[src/rtl/rrss_pkg.sv]
// shared types and constants for the round robin slice scheduler
`timescale 1ns / 1ps
`default_nettype none

package rrss_pkg;

    localparam int ID_W      = 16;
    localparam int ARR_W     = 16;
    localparam int BURST_W   = 16;
    localparam int QUANTUM_W = 16;
    localparam int TIME_W    = 21;
    localparam int CMD_W     = 2;
    localparam int STATUS_W  = 3;

    localparam logic [QUANTUM_W-1:0] QUANTUM_RESET = 16'd4;

    typedef enum logic [CMD_W-1:0] {
        CMD_LOAD  = 2'd0,
        CMD_SLICE = 2'd1,
        CMD_CLEAR = 2'd2,
        CMD_NONE  = 2'd3
    } cmd_t;

    typedef enum logic [STATUS_W-1:0] {
        ST_LOADED  = 3'd0,
        ST_FULL    = 3'd1,
        ST_SLICE   = 3'd2,
        ST_EMPTY   = 3'd3,
        ST_REFUSED = 3'd4,
        ST_CLEARED = 3'd5
    } status_t;

    typedef struct packed {
        logic [ID_W-1:0]    id;
        logic [ARR_W-1:0]   arrival;
        logic [BURST_W-1:0] remaining;
    } entry_t;

    typedef struct packed {
        logic   load_en;
        logic   slice_en;
        logic   rotate;
        entry_t new_entry;
        entry_t front_entry;
    } cell_ctrl_t;

    typedef struct packed {
        status_t           status;
        logic [ID_W-1:0]   slice_proc;
        logic [TIME_W-1:0] slice_start;
        logic [TIME_W-1:0] slice_end;
        logic              proc_finished;
        logic              schedule_last;
    } result_t;

endpackage

`default_nettype wire

[src/rtl/rrss_cell.sv]
// one queue slot: sorted insert shifts right, slice shifts left with rotate
`timescale 1ns / 1ps
`default_nettype none

module rrss_cell (
    input  wire logic                clk,
    input  wire rrss_pkg::cell_ctrl_t ctrl,
    input  wire logic                occupied,
    input  wire logic                rot_here,
    input  wire logic                left_keep,
    input  wire rrss_pkg::entry_t    left_entry,
    input  wire rrss_pkg::entry_t    right_entry,
    output logic                     keep,
    output rrss_pkg::entry_t         entry
);
    import rrss_pkg::*;

    entry_t entry_reg;
    entry_t entry_next;

    assign keep  = occupied && (entry_reg.arrival <= ctrl.new_entry.arrival);
    assign entry = entry_reg;

    always_comb
    begin
        entry_next = entry_reg;
        if (ctrl.load_en)
        begin
            if (!keep)
            begin
                entry_next = left_keep ? ctrl.new_entry : left_entry;
            end
        end
        else if (ctrl.slice_en)
        begin
            entry_next = (rot_here && ctrl.rotate) ? ctrl.front_entry : right_entry;
        end
    end

    always_ff @(posedge clk)
    begin
        entry_reg <= entry_next;
    end

endmodule

`default_nettype wire

[src/rtl/rrss_out_buf.sv]
// two-entry result buffer between the queue and the output channel
`timescale 1ns / 1ps
`default_nettype none

module rrss_out_buf (
    input  wire logic              clk,
    input  wire logic              rst_n,
    input  wire logic              push,
    input  wire rrss_pkg::result_t push_data,
    output logic                   full,
    output logic                   out_valid,
    input  wire logic              out_stall,
    output rrss_pkg::result_t      out_data
);
    import rrss_pkg::*;

    logic [1:0] cnt_reg;
    logic [1:0] cnt_next;
    result_t    head_reg;
    result_t    head_next;
    result_t    tail_reg;
    result_t    tail_next;
    logic       pop;

    assign full      = (cnt_reg == 2'd2);
    assign out_valid = (cnt_reg != 2'd0);
    assign out_data  = head_reg;
    assign pop       = out_valid && !out_stall;

    always_comb
    begin
        cnt_next  = cnt_reg;
        head_next = head_reg;
        tail_next = tail_reg;
        if (push && pop)
        begin
            if (cnt_reg == 2'd1)
            begin
                head_next = push_data;
            end
            else
            begin
                head_next = tail_reg;
                tail_next = push_data;
            end
        end
        else if (pop)
        begin
            head_next = tail_reg;
            cnt_next  = cnt_reg - 2'd1;
        end
        else if (push)
        begin
            if (cnt_reg == 2'd0)
            begin
                head_next = push_data;
            end
            else
            begin
                tail_next = push_data;
            end
            cnt_next = cnt_reg + 2'd1;
        end
    end

    always_ff @(posedge clk or negedge rst_n)
    begin
        if (!rst_n)
        begin
            cnt_reg <= 2'd0;
        end
        else
        begin
            cnt_reg <= cnt_next;
        end
    end

    always_ff @(posedge clk)
    begin
        head_reg <= head_next;
        tail_reg <= tail_next;
    end

endmodule

`default_nettype wire

[src/rtl/round_robin_slice_scheduler.sv]
// round robin slice scheduler top level: command decode, queue cells, result buffer
//
// Usage:
//   input channel (in_valid / in_stall) carries one command item: load a
//   process, produce the next slice, or clear the table. Every command but
//   code 3 yields exactly one result item on the output channel
//   (out_valid / out_stall); code 3 is taken and dropped.
//   cfg channel (cfg_valid / cfg_ready) writes the quantum; cfg_ready is
//   always high. Write it only while the block is idle.
//   An accepted command's result is registered before it reaches the output.
//   One command is taken per cycle while in_stall is low: the sorted insert
//   and the queue rotation each finish in a single pass through the queue cells.
//   Results wait in a two-entry buffer; in_stall rises only when both entries
//   are held and falls in the cycle after the receiver takes one, so a
//   stalled receiver backs up the input after at most two waiting items.
//   Reset empties the queue, stops the clock at zero, clears the run flag,
//   sets the quantum to 4 and drops any buffered results.
`timescale 1ns / 1ps
`default_nettype none

module round_robin_slice_scheduler #(
    parameter int MAX_PROCS = 16
) (
    input  wire logic                          clk,
    input  wire logic                          rst_n,
    input  wire logic                          in_valid,
    output logic                               in_stall,
    input  wire logic [rrss_pkg::CMD_W-1:0]    command,
    input  wire logic [rrss_pkg::ID_W-1:0]     proc_id,
    input  wire logic [rrss_pkg::ARR_W-1:0]    arrival_time,
    input  wire logic [rrss_pkg::BURST_W-1:0]  burst_time,
    output logic                               out_valid,
    input  wire logic                          out_stall,
    output logic [rrss_pkg::STATUS_W-1:0]      status,
    output logic [rrss_pkg::ID_W-1:0]          slice_proc,
    output logic [rrss_pkg::TIME_W-1:0]        slice_start,
    output logic [rrss_pkg::TIME_W-1:0]        slice_end,
    output logic                               proc_finished,
    output logic                               schedule_last,
    input  wire logic                          cfg_valid,
    output logic                               cfg_ready,
    input  wire logic [rrss_pkg::QUANTUM_W-1:0] quantum
);
    import rrss_pkg::*;

    localparam int CW = $clog2(MAX_PROCS + 1);

    logic [CW-1:0]        count_reg;
    logic [CW-1:0]        count_next;
    logic [TIME_W-1:0]    time_reg;
    logic [TIME_W-1:0]    time_next;
    logic                 started_reg;
    logic                 started_next;
    logic [QUANTUM_W-1:0] quantum_reg;

    logic                 in_accept;
    cmd_t                 cmd;
    logic                 tbl_full;
    logic                 buf_full;
    logic                 push;
    result_t              res;
    result_t              out_res;
    cell_ctrl_t           ctrl;

    entry_t               front;
    logic [QUANTUM_W-1:0] q_eff;
    logic                 fin;
    logic [BURST_W-1:0]   len;
    logic [TIME_W-1:0]    start_t;
    logic [TIME_W-1:0]    end_t;

    entry_t               cell_entry [MAX_PROCS];
    logic                 cell_keep  [MAX_PROCS];

    assign cfg_ready = 1'b1;
    assign in_stall  = buf_full;
    assign in_accept = in_valid && !in_stall;
    assign cmd       = cmd_t'(command);
    assign tbl_full  = (count_reg == CW'(MAX_PROCS));

    // front of queue and slice arithmetic
    assign front   = cell_entry[0];
    assign q_eff   = (quantum_reg == '0) ? QUANTUM_W'(1) : quantum_reg;
    assign fin     = (front.remaining <= q_eff) || (count_reg == CW'(1));
    assign len     = fin ? front.remaining : q_eff;
    assign start_t = started_reg ? time_reg : TIME_W'(front.arrival);
    assign end_t   = start_t + TIME_W'(len);

    always_comb
    begin
        ctrl                       = '0;
        ctrl.new_entry.id          = proc_id;
        ctrl.new_entry.arrival     = arrival_time;
        ctrl.new_entry.remaining   = burst_time;
        ctrl.front_entry.id        = front.id;
        ctrl.front_entry.arrival   = front.arrival;
        ctrl.front_entry.remaining = front.remaining - q_eff;
        ctrl.rotate                = !fin;
        res                        = '0;
        push                       = 1'b0;
        count_next                 = count_reg;
        time_next                  = time_reg;
        started_next               = started_reg;
        unique case (cmd)
            CMD_LOAD:
            begin
                push = in_accept;
                if (started_reg)
                begin
                    res.status = ST_REFUSED;
                end
                else if (tbl_full)
                begin
                    res.status = ST_FULL;
                end
                else
                begin
                    res.status   = ST_LOADED;
                    ctrl.load_en = in_accept;
                    if (in_accept)
                    begin
                        count_next = count_reg + CW'(1);
                    end
                end
            end
            CMD_SLICE:
            begin
                push = in_accept;
                if (count_reg == '0)
                begin
                    res.status = ST_EMPTY;
                end
                else
                begin
                    res.status        = ST_SLICE;
                    res.slice_proc    = front.id;
                    res.slice_start   = start_t;
                    res.slice_end     = end_t;
                    res.proc_finished = fin;
                    res.schedule_last = fin && (count_reg == CW'(1));
                    ctrl.slice_en     = in_accept;
                    if (in_accept)
                    begin
                        started_next = 1'b1;
                        time_next    = end_t;
                        if (fin)
                        begin
                            count_next = count_reg - CW'(1);
                        end
                    end
                end
            end
            CMD_CLEAR:
            begin
                push       = in_accept;
                res.status = ST_CLEARED;
                if (in_accept)
                begin
                    count_next   = '0;
                    time_next    = '0;
                    started_next = 1'b0;
                end
            end
            default:
            begin
                push = 1'b0;
            end
        endcase
    end

    always_ff @(posedge clk or negedge rst_n)
    begin
        if (!rst_n)
        begin
            count_reg   <= '0;
            time_reg    <= '0;
            started_reg <= 1'b0;
            quantum_reg <= QUANTUM_RESET;
        end
        else
        begin
            count_reg   <= count_next;
            time_reg    <= time_next;
            started_reg <= started_next;
            if (cfg_valid && cfg_ready)
            begin
                quantum_reg <= quantum;
            end
        end
    end

    // row of queue cells
    for (genvar i = 0; i < MAX_PROCS; i++)
    begin : g_cell
        logic   occ;
        logic   rot;
        logic   lkeep;
        entry_t lent;
        entry_t rent;

        assign occ = (CW'(i) < count_reg);
        assign rot = (CW'(i + 1) == count_reg);

        if (i == 0)
        begin : g_first
            assign lkeep = 1'b1;
            assign lent  = ctrl.new_entry;
        end
        else
        begin : g_mid
            assign lkeep = cell_keep[i-1];
            assign lent  = cell_entry[i-1];
        end

        if (i == MAX_PROCS - 1)
        begin : g_last
            assign rent = cell_entry[i];
        end
        else
        begin : g_inner
            assign rent = cell_entry[i+1];
        end

        rrss_cell u_cell (
            .clk         (clk),
            .ctrl        (ctrl),
            .occupied    (occ),
            .rot_here    (rot),
            .left_keep   (lkeep),
            .left_entry  (lent),
            .right_entry (rent),
            .keep        (cell_keep[i]),
            .entry       (cell_entry[i])
        );
    end

    rrss_out_buf u_out_buf (
        .clk       (clk),
        .rst_n     (rst_n),
        .push      (push),
        .push_data (res),
        .full      (buf_full),
        .out_valid (out_valid),
        .out_stall (out_stall),
        .out_data  (out_res)
    );

    assign status        = out_res.status;
    assign slice_proc    = out_res.slice_proc;
    assign slice_start   = out_res.slice_start;
    assign slice_end     = out_res.slice_end;
    assign proc_finished = out_res.proc_finished;
    assign schedule_last = out_res.schedule_last;

endmodule

`default_nettype wire

[config.mk]
export PLATFORM = sky130hd
export DESIGN_NAME = round_robin_slice_scheduler
export DESIGN_NICKNAME = d
export VERILOG_FILES = /design/src/rtl/rrss_pkg.sv /design/src/rtl/rrss_cell.sv /design/src/rtl/rrss_out_buf.sv /design/src/rtl/round_robin_slice_scheduler.sv
export SDC_FILE = /design/constraint.sdc
export NUM_CORES = 2
export LEC_CHECK = 0
export BUFFER_PORTS_ARGS = -buffer_cell sky130_fd_sc_hd__buf_4
export CORE_AREA = 2 2 318 288
export DETAILED_ROUTE_END_ITERATION = 7
export DIE_AREA = 0 0 320 290
export GPL_TIMING_DRIVEN = 0
export PLACE_DENSITY_LB_ADDON = 0.08
export SYNTH_ARGS = -nofsm -noshare
export SYNTH_HDL_FRONTEND = slang
export SYNTH_SLANG_ARGS = --single-unit
[constraint.sdc]
create_clock -name clk -period 18.4 [get_ports clk]
set_clock_uncertainty 0.1 [all_clocks]
set_input_delay 1.84 -clock clk [delete_from_list [all_inputs] [get_ports clk]]
set_output_delay 1.84 -clock clk [all_outputs]
set_load 0.05 [all_outputs]
==> run metrics <==
FF-to-FF setup slack=10810 ps; DR WL/cell=35.2 um; Num CTS Buffers=between 100 and 150; hold buffers post-CTS=0; Reg2Reg Capture Point=u_out_buf.out_data[18]; Clk pwr share=a little over a fifth; Die Wd=between 300 and 400 um; post-route minimum period=7590 ps; internal power=5.75 mW; Mapped Cells=about 5400; Clock transition at path regs=60 ps; Comb pwr share=a little under half; die height=290 um; Yosys warning count=0; DRC errors left=84; final cycle utilization of the critical path=~41%; Design Area, Final=68200 um2; vias in the first global route=between 50000 and 60000; RSZ-0062 raised after global routing=false; DP HPWL=177000 um; vias per cell=7.56; Synth cell types=77; Cell Count, Final, Fillers Out=6960; Avg Cell Area, Syn=11.3 um2; area grow syn2layout=11.3%; H-tree levels=3; DRT iter0 DRCs=10077; PD cells=148 nW/um2; commonest non-fill, non-tap cell in the layout=mux2i_1; Worst VDD drop=roughly 0.12 mV; Starting Density=68.7%; failing checks=design-rule violations; Worst-Skew Late Latency=720 ps; CTS tree=done; Max clock buf depth=3; Final Hold Viols=0; Post-CTS Repair Setup Buffers=0; initial antenna violation count=10; pin count of the biggest net entering global routing=49; post-route ant nets=0; biggest area consumer among synthesized cells=edfxtp_1; Yosys reg bits=939; critical path capture point type=flip-flop; number of synthesized flops with an enable pin=894; total routed wirelength=~240000 um; Overflow after GRT=0; Critical Path Start Type=flip-flop; gr usage total=around 51%; Critical Path RT=~19000 ps; gpl congestion=1.05; routed via count=approximately 53000; FMAX=132 MHz; Max-Cap Viols=0; Flop pwr share=between 30% and 40%; Worst Setup SP=quantum_reg[2]; Placed Cells=6768; Top FF cell, synth=edfxtp_1; Hold WC Path Type=flip-flop to flip-flop; Net Count, Synth=5806; IO Pins=137; critical path type=flip-flop to flip-flop; post-cts gate resize count=0; Seq/Total Area, Yosys=45.6%; Site Rows=104; r2r startpoint=quantum_reg[2]; CP arrival=7920 ps; layout cells sized above 1=11.0%; port bufs=135; TritonCTS Sinks=939; TritonRoute pass-1 iters=8; # nets final=6082; Final Setup Violations=0; setup TNS=0 ps; static leakage=~30 nW; Synth async-reset ratio=roughly 4.8%; first-pass GRT wire length=346000 um; status=finished, violations left; Worst Reg-to-Reg Cells=22; root buf cell=clkbuf_16; die area=between 90000 and 100000 um2; hold depth=2; mapped cell area=61300 um2; fin. max-slew vios=0; most frequent cells in the layout=mux2i_1, edfxtp_1, nand2_1; max reg flops=768; NetSw=about 4.4 mW; worst-path fanout max=11; switching part of the total=43.3%; placed inst area=64800 um2; Rel. slew slack=3.58%; Least-Margin Pin Slew=1450 ps; core area=89300 um2; crit path to=u_out_buf.out_data[18]; post-synth top area share=between 40% and 50%; Area contributors post-synth=edfxtp_1, mux2i_1, ha_1
[layout make-up]
class | instances | area, um2
Inverter | 127 | 477
Clock buffer | 120 | 2620
Tap cell | 1166 | 1460
Clock inverter | 67 | 807
Fill cell | 6025 | 21000
Timing Repair Buffer | 173 | 1810
Buffer | 451 | 2070
Sequential cell | 939 | 28000
Multi-Input combinational cell | 3914 | 31000
Antenna cell | 3 | 7.51
[worst min path at each step]
stage / slack, ps / startpoint / end
after CTS: 380 / time_reg[7] / time_reg[7]
after floorplan: 350 / time_reg[10] / time_reg[10]
after detailed placement: 370 / time_reg[7] / time_reg[7]
final: 390 / time_reg[7] / time_reg[7]
after global placement: 360 / time_reg[4] / time_reg[4]
after global routing: 420 / time_reg[7] / time_reg[7]
[cell families (layout without fill, tap and decap cells)]
kind of cell	count (synthesis)	after routing	share of synthesized area [%]
XOR/XNOR	32	32	0.457
AO/OA/AOI/OAI	935	935	9.55
AND/OR/NAND/NOR	1036	1036	7.61
other	1	4	0.00612
flip-flops	939	939	45.6
buffers and inverters	578	938	4.15
multiplexers	1606	1606	26.4
adder cells (fa/ha/maj)	304	304	6.23
[power by group through the flow]
| stage | combinational (mW) | clock [mW] | sequential, mW |
|---|---|---|---|
| 2_1_floorplan | 2.60 | 0 | 3.41 |
| 3_5_place_dp | 4.33 | 0 | 3.28 |
| 6_report | 4.66 | 2.21 | 3.26 |
| 4_1_cts | 4.37 | 2.17 | 3.24 |
| 3_3_place_gp | 4.10 | 0 | 3.38 |
| 5_1_grt | 4.73 | 2.25 | 3.29 |
[per-layer routing]
layer / vias up / global-route usage [%] / part of all wire, %
li1: 21158 / - / -
met1: 25096 / 67.7 / 35
met2: 5210 / 69.2 / 39
met3: 1137 / 20.1 / 17
met4: 23 / 35.0 / 8.8
met5: - / 0.775 / 0.094
[per-stage QoR]
stage	setup WS (ps)	util [%]	power, mW	hold WS [ps]
after floorplan	10620	-	6.02	350
after global placement	4290	71.5	7.48	362
after detailed placement	10820	72.6	7.61	371
after CTS	11280	76.4	9.79	384
after global routing	10800	76.4	10.3	415
final	10810	76.4	10.1	385
[critical path: stages, from the launching register on]
cell      delay (ps)
dfstp_2          530
nor4_1            60
a41o_1           210
ha_1             240
fa_1             480
nand2b_1         220
a21o_1           210
a211oi_2         430
o21a_1           530
buf_2            400
clkbuf_1         930
nand2_1          100
o21ai_0          300
ha_1             330
inv_1             80
fa_1             470
nand2b_1         210
a21oi_1          300
o221ai_1         220
a21o_1           280
o21a_1           260
xnor2_1          260
o31ai_1          130
[cell usage after synthesis, drive strengths merged, types with 8 or more instances]
master,count
and3,29
nand2b,15
o22ai,36
nand4,33
ha,302
or2,8
a21oi,216
o21a,12
dfrtp,44
nor3,102
nor2,232
and2,8
nor2b,17
nor4,17
o31ai,71
mux2,81
a211oi,97
nand3,102
inv,125
a21o,34
o21ai,239
mux2i,1525
clkbuf,237
or3,11
xnor2,18
a211o,8
edfxtp,894
a31oi,100
xor2,14
o211ai,27
buf,214
a22oi,20
nand2,448
a311oi,14
Power figures use the tool's default switching activity.
